`src/assert_macros.svh`:
```
// assertion macros shared by the execute unit
// needs clk and rst_n in the scope where a macro is used
`ifndef ASSERT_MACROS_SVH
`define ASSERT_MACROS_SVH

// clocked assertion, off while reset is held
`define MIEX_ASSERT(label, prop, msg) \
  label: assert property (@(posedge clk) disable iff (!rst_n) prop) else $error(msg);

// implication checked in the same cycle
`define MIEX_ASSERT_IMPL(label, ante, cons, msg) \
  `MIEX_ASSERT(label, (ante) |-> (cons), msg)

`endif

```
`src/miex_pkg.sv`:
```
// types, opcode constants and state encoding for the execute unit
// used by every module of the block but miex_ram
package miex_pkg;

  localparam int DATA_WORDS_DEF = 1024;
  localparam int IN_DATA_W  = 104;
  localparam int OUT_DATA_W = 88;

  localparam logic [5:0] OP_SPECIAL = 6'h00;
  localparam logic [5:0] OP_REGIMM  = 6'h01;
  localparam logic [5:0] OP_J       = 6'h02;
  localparam logic [5:0] OP_JAL     = 6'h03;
  localparam logic [5:0] OP_BEQ     = 6'h04;
  localparam logic [5:0] OP_BNE     = 6'h05;
  localparam logic [5:0] OP_BLEZ    = 6'h06;
  localparam logic [5:0] OP_BGTZ    = 6'h07;
  localparam logic [5:0] OP_ADDI    = 6'h08;
  localparam logic [5:0] OP_ADDIU   = 6'h09;
  localparam logic [5:0] OP_SLTI    = 6'h0a;
  localparam logic [5:0] OP_SLTIU   = 6'h0b;
  localparam logic [5:0] OP_ANDI    = 6'h0c;
  localparam logic [5:0] OP_ORI     = 6'h0d;
  localparam logic [5:0] OP_XORI    = 6'h0e;
  localparam logic [5:0] OP_LUI     = 6'h0f;
  localparam logic [5:0] OP_LB      = 6'h20;
  localparam logic [5:0] OP_LW      = 6'h23;
  localparam logic [5:0] OP_SB      = 6'h28;
  localparam logic [5:0] OP_SW      = 6'h2b;

  localparam logic [5:0] FN_SLL  = 6'h00;
  localparam logic [5:0] FN_SRL  = 6'h02;
  localparam logic [5:0] FN_SRA  = 6'h03;
  localparam logic [5:0] FN_SLLV = 6'h04;
  localparam logic [5:0] FN_SRLV = 6'h06;
  localparam logic [5:0] FN_JR   = 6'h08;
  localparam logic [5:0] FN_MFHI = 6'h10;
  localparam logic [5:0] FN_MTHI = 6'h11;
  localparam logic [5:0] FN_MFLO = 6'h12;
  localparam logic [5:0] FN_MTLO = 6'h13;
  localparam logic [5:0] FN_MULT = 6'h18;
  localparam logic [5:0] FN_DIV  = 6'h1a;
  localparam logic [5:0] FN_DIVU = 6'h1b;
  localparam logic [5:0] FN_ADD  = 6'h20;
  localparam logic [5:0] FN_ADDU = 6'h21;
  localparam logic [5:0] FN_SUB  = 6'h22;
  localparam logic [5:0] FN_SUBU = 6'h23;
  localparam logic [5:0] FN_AND  = 6'h24;
  localparam logic [5:0] FN_OR   = 6'h25;
  localparam logic [5:0] FN_XOR  = 6'h26;
  localparam logic [5:0] FN_SLT  = 6'h2a;
  localparam logic [5:0] FN_SLTU = 6'h2b;

  localparam logic [4:0] LINK_REG = 5'd31;

  typedef enum logic [2:0] {
    ST_IDLE,
    ST_EXEC,
    ST_MEM,
    ST_DIV,
    ST_DFIN
  } state_t;

  typedef struct packed {
    logic capture;
    logic exec_go;
    logic mem_go;
    logic div_start;
    logic div_step;
    logic div_go;
  } cmd_t;

  typedef struct packed {
    logic need_mem;
    logic need_div;
    logic div_last;
  } status_t;

endpackage

```
`src/miex_ctrl.sv`:
```
// controller state machine of the execute unit
// depends on miex_pkg for state and command types
module miex_ctrl
  import miex_pkg::*;
(
  input  logic    clk,
  input  logic    rst_n,
  input  logic    in_tvalid,
  output logic    in_tready,
  output logic    out_tvalid,
  input  logic    out_tready,
  input  status_t status,
  output cmd_t    cmd
);

  state_t state_r, state_nxt;
  logic   out_valid_r, out_valid_nxt;
  logic   out_free;

  assign out_free   = !out_valid_r || out_tready;
  assign out_tvalid = out_valid_r;

  always_ff @(posedge clk) begin
    if (!rst_n) begin
      state_r     <= ST_IDLE;
      out_valid_r <= 1'b0;
    end else begin
      state_r     <= state_nxt;
      out_valid_r <= out_valid_nxt;
    end
  end

  always_comb begin
    state_nxt = state_r;
    cmd       = '0;
    in_tready = 1'b0;
    unique case (state_r)
      ST_IDLE: begin
        in_tready = 1'b1;
        if (in_tvalid) begin
          cmd.capture = 1'b1;
          state_nxt   = ST_EXEC;
        end
      end
      ST_EXEC: begin
        if (status.need_mem) begin
          state_nxt = ST_MEM;
        end else if (status.need_div) begin
          cmd.div_start = 1'b1;
          state_nxt     = ST_DIV;
        end else if (out_free) begin
          cmd.exec_go = 1'b1;
          state_nxt   = ST_IDLE;
        end
      end
      ST_MEM: begin
        if (out_free) begin
          cmd.mem_go = 1'b1;
          state_nxt  = ST_IDLE;
        end
      end
      ST_DIV: begin
        cmd.div_step = 1'b1;
        if (status.div_last) begin
          state_nxt = ST_DFIN;
        end
      end
      ST_DFIN: begin
        if (out_free) begin
          cmd.div_go = 1'b1;
          state_nxt  = ST_IDLE;
        end
      end
      default: state_nxt = ST_IDLE;
    endcase
    out_valid_nxt = (out_valid_r && !out_tready) || cmd.exec_go || cmd.mem_go || cmd.div_go;
  end

endmodule

```
`config.mk`:
```
export PLATFORM = sky130hd
export DESIGN_NAME = miex_ctrl
export DESIGN_NICKNAME = d
export VERILOG_FILES = /design/src/assert_macros.svh /design/src/miex_pkg.sv /design/src/miex_ctrl.sv
export SDC_FILE = /design/constraint.sdc
export NUM_CORES = 1
export LEC_CHECK = 0
export ABC_AREA = 1
export BUFFER_PORTS_ARGS = -buffer_cell sky130_fd_sc_hd__buf_2
export CAP_MARGIN = 0
export CORE_AREA = 5 5 42 44
export CTS_BUF_LIST = sky130_fd_sc_hd__clkbuf_8 sky130_fd_sc_hd__clkbuf_16
export DETAILED_ROUTE_END_ITERATION = 8
export DIE_AREA = 0 0 47 49
export HOLD_SLACK_MARGIN = 0.03
export PLACE_DENSITY = 0.5
export RECOVER_POWER = 100
export SYNTH_ARGS = -nofsm -noshare
export SYNTH_HDL_FRONTEND = slang
export SYNTH_SLANG_ARGS = --single-unit
```
`constraint.sdc`:
```
create_clock -name clk -period 0.9 [get_ports clk]
set_input_delay 0.09 -clock clk [delete_from_list [all_inputs] [get_ports clk]]
set_output_delay 0.09 -clock clk [all_outputs]
set_load 0.005 [all_outputs]
```
Word-level counts from Yosys, hierarchy flattened
Index checks and enable logic that the tools add are counted.
W data, S select, Z words.

storage, ports and cells
  flip-flop bits (word level) = 4
  bits in latches = 0
  RAM bits = 0
  bits in read-only memories = 0
  input port bits = 7
  output and inout port bits = 8
  word-level logic and storage cells = 37
  memories = 0

cells by class
  add/subtract/negate cells = 0
  multiply operators = 0
  divide/modulo/power cells = 0
  order comparisons = 0
  equality and inequality tests = 6
  shift operators = 0
  mux-type cells = 19
  bitwise gates (word level) = 0
  reduce and logical (&&, ||, !) cells = 10

operators with widths
  operator              number
  $mux W3               5
  $mux W1               13
  $pmux W3 S4           1
  $eq A3 B2 Y1 const B  2
  $logic_or A1 B1 Y1    4
  $ne A2 B2 Y1 const B  2
  $eq A3 B1 Y1 const B  1
  $eq A3 B3 Y1 const B  1
  $logic_not A3 Y1      1
  $logic_not A1 Y1      2
  $reduce_and A2 Y1     1
  $reduce_or A2 Y1      1
  $logic_and A1 B1 Y1   1

Logic depth before layout (Yosys ltp)
  depth in word-level cells = 9
  gate-level depth with buffers = 7
  gate-level depth less buffers = 7

Worst setup path before layout
Ideal clock, no wire load.

  kind = flip-flop to flip-flop
  start = register state_r[0]
  end = register state_r[0]
  library setup time = 118 ps
  data arrival time = 840 ps
  required time = 782 ps
  path slack = -59 ps
  stages on the path, launching flop included = 7
  buffers on the path = 0
  period minus slack after synthesis = 959 ps
  path through = dfxtp_1 > nor2_2 > nand2_2 > o21ai_0 > inv_1 > nand2_1 > a21oi_1

on the way
  word-level cells in the longest chain between the ends = 4
  elaborated cells on any way between the ends = 13
  classes of those cells = 6 x eq/ne; 4 x mux; 3 x reduce/logical

ends and longest elaborated chain
  what                      RTL line         RTL
  start: declaration        miex_ctrl.sv:16  state_t state_r, state_nxt;
  start signal: assignment  miex_ctrl.sv:28  state_r <= state_nxt;
  $mux W3 (3 in series)     --
  $pmux W3 S4               miex_ctrl.sv:37  unique case (state_r)

Several ways; a longest one is shown, not always the timed one.
A chain may end at the register's enable or synchronous reset.

==> metrics.txt <==
Post-CTS Hold Buffers=0; Least-Margin Pin Slew=217.8 ps; reg2reg setup slack=-180 ps; Clk Latency, worst-skew pair=220 ps; kind of critical path=reg2out; failing checks=negative setup slack; core outline area=0.001401 mm^2; clock buffer depth=2; Place WS=-90.13 ps; drt total wl=1064 um; global-route wire length before repair=1476 um; root buffer cell=clkbuf_8; number of cells after detailed placement=83; TritonCTS Sinks=4; Mapped Area=300.3 um^2; CTS buffer count=3; via count=415; routed wl met3=111 um; initial core utilization=21.43%; fin crit share=125.9%; LEAKAGE=0.3325 nW; Die Area=0.002303 mm^2; fin nets=86; RSZ-0062 raised after global routing=true; die width=47 um; Max-slew headroom=85.45%; Req. time, crit path=810 ps; synth warn=0; Fill cells=157; final setup fails=11; Compound-Gate Fraction of Synth Area=6.667%; FF-to-FF Start=state_r[0]$_SDFFE_PN0P_; Routed Antenna Nets=0; HP Class=in2reg; Vias/cell=4.415; largest net degree at the start of global routing=7; antenna violations before repair=0; status=complete, but fails checks; Top Metal Used=met4; Post-Layout Cell Count=94; largest family of logic cells by synthesized area=simple AND/OR/NAND/NOR gates; worst vdd ir=0.8057 mV; xor and xnor fraction of the mapped netlist area=0%; M1 WL=427 um; Worst Clk Skew=7.381 ps; fin. max-slew vios=0; routed length on met2=512 um; Pwr per Cell Area=1434 mW/mm^2; crit path from=state_r[1]$_SDFFE_PN0P_; critical-path maximum fanout=6; DRT iter0 DRCs=8; Diodes inserted=0; MaxCap Viol Count=0; post-route minimum period=1133 ps; hold path cells=3; vias in the first global route=383; Fin Setup TNS=-2042 ps; Syn-to-layout area delta=99.17%; Max Clk Rate=882.5 MHz; CTS clock-pin slew for the worst setup and hold paths=30 ps; Placer Congestion=0.7938; number of synthesized register bits=4; DRT Pass-1 Iters=4; Reg2Reg Depth=8; Final Hold Vio Count=0; simple logic cell fraction of the synthesized area=49.17%; CP Data Arrival Time=1040 ps; startpoint types=register; mux share of post-synthesis cell area=0%; Residual DRC=0; Mapped Nets=58; share of layout cells above drive strength 1=61.54%; cell count after synthesis=51; setup ws final=-233.2 ps; Core Rows=14; Boundary Pins=15; count of cell types in the netlist=15; height of the die=49 um; GRT overflow=0; Total Routing Usage GR=8.726%; port bufs=14; CP Capture Type=primary output; register area share after synthesis=26.67%; fraction of the mapped netlist area in adder cells=0%; CTS tree=done; H-tree depth=1; hpwl dp=651.2 um; min-delay src=rst_n; WL per Instance=11.32 um; synthesized area per cell=5.888 um^2
## cells by family (layout without fill, tap and decap cells)
family / count (synthesis) / in the layout
AOI/OAI and AO/OA: 4 / 4
buffers and inverters: 14 / 41
DFF: 4 / 4
and+or+nand+nor: 29 / 29
## final timing paths
| kind | end |
|---|---|
| setup / recovery | cmd[0] |
| hold / removal | state_r[1]$_SDFFE_PN0P_ |
| setup reg to reg | out_tvalid$_SDFF_PN0_ |
| hold reg to reg | out_tvalid$_SDFF_PN0_ |
## layout by cell type (no fill, tap or decap), types with 2 or more instances in the layout
cell type  netlist  layout
o21ai_1          1       3
clkbuf_8         0       3
nor2_2           2       2
buf_4            0       8
nor2_4           1       4
nand2_1          8       6
nor2_1           5       2
buf_2            0      14
nand3_1          8       4
inv_1           13      13
nand3_2          1       4
nand2_4          0       3
dfxtp_4          0       2
## cells in the mapped netlist, drive strengths merged
cell type  instances  share of area (%)
inv               14                 17
nand2             10                 14
nand3              9                 17
nor2               8                 14
dfxtp              4                 27
o21ai              3                5.0
a21oi              1                1.7
nand4              1                2.1
nor4               1                2.1
## metrics by stage
| stage | utilization, % | cell area, um^2 | hold slack (ps) | power [W] |
|---|---|---|---|---|
| 3_5_place_dp | 29.73 | 416.7 | 318.0 | 0.0003916 |
| 3_3_place_gp | 29.73 | 416.7 | 317.3 | 0.0003916 |
| 5_1_grt | 42.68 | 598.1 | 119.9 | 0.0009105 |
| 6_report | 42.68 | 598.1 | 98.08 | 0.0008577 |
| 2_1_floorplan | - | 311.5 | 187.0 | 0.0003236 |
| 4_1_cts | 38.04 | 533.0 | 92.57 | 0.0008272 |
## routing by layer
layer  global-route usage (%)  vias to the layer above
met1                    10.75                      184
li1                         -                      210
met2                    13.12                       19
met5                        0                        -
met4                    3.687                        0
met3                    3.321                        2
## critical path, stage by stage (launching register included)
cell	delay, ps
dfxtp_4	380
nor2_4	170
nand2_4	90
nor2_4	80
buf_2	110
## flip-flops by register name, indices dropped and copies added (netlist names)
signal	count
out_tvalid	1
state_r	3
## timing repair
| action | CTS | global route |
|---|---|---|
| pin swaps | 9 | 9 |
| endpoints found under the setup margin | 11 | 11 |
| buffers inserted | 6 | 1 |
| resized for setup | 9 | 14 |
## cell type report
| cell class | instances | area [um^2] | area share (%) |
|---|---|---|---|
| multi-input combinational | 33 | 247.7 | 41.42 |
| timing repair buffer | 23 | 141.4 | 23.64 |
| sequential | 4 | 88.84 | 14.85 |
| inverter | 14 | 55.05 | 9.205 |
| clock buffer | 3 | 41.29 | 6.904 |
| tap | 16 | 20.02 | 3.347 |
| clock inverter | 1 | 3.754 | 0.6276 |
## power by group
group | internal [W] | leakage [nW] | switching (W)
sequential | 0.000195 | 0.0345 | 0.0000298
combinational | 0.000115 | 0.271 | 0.000136
clock | 0.000290 | 0.0269 | 0.0000905
(Power assumes the default switching activity.)
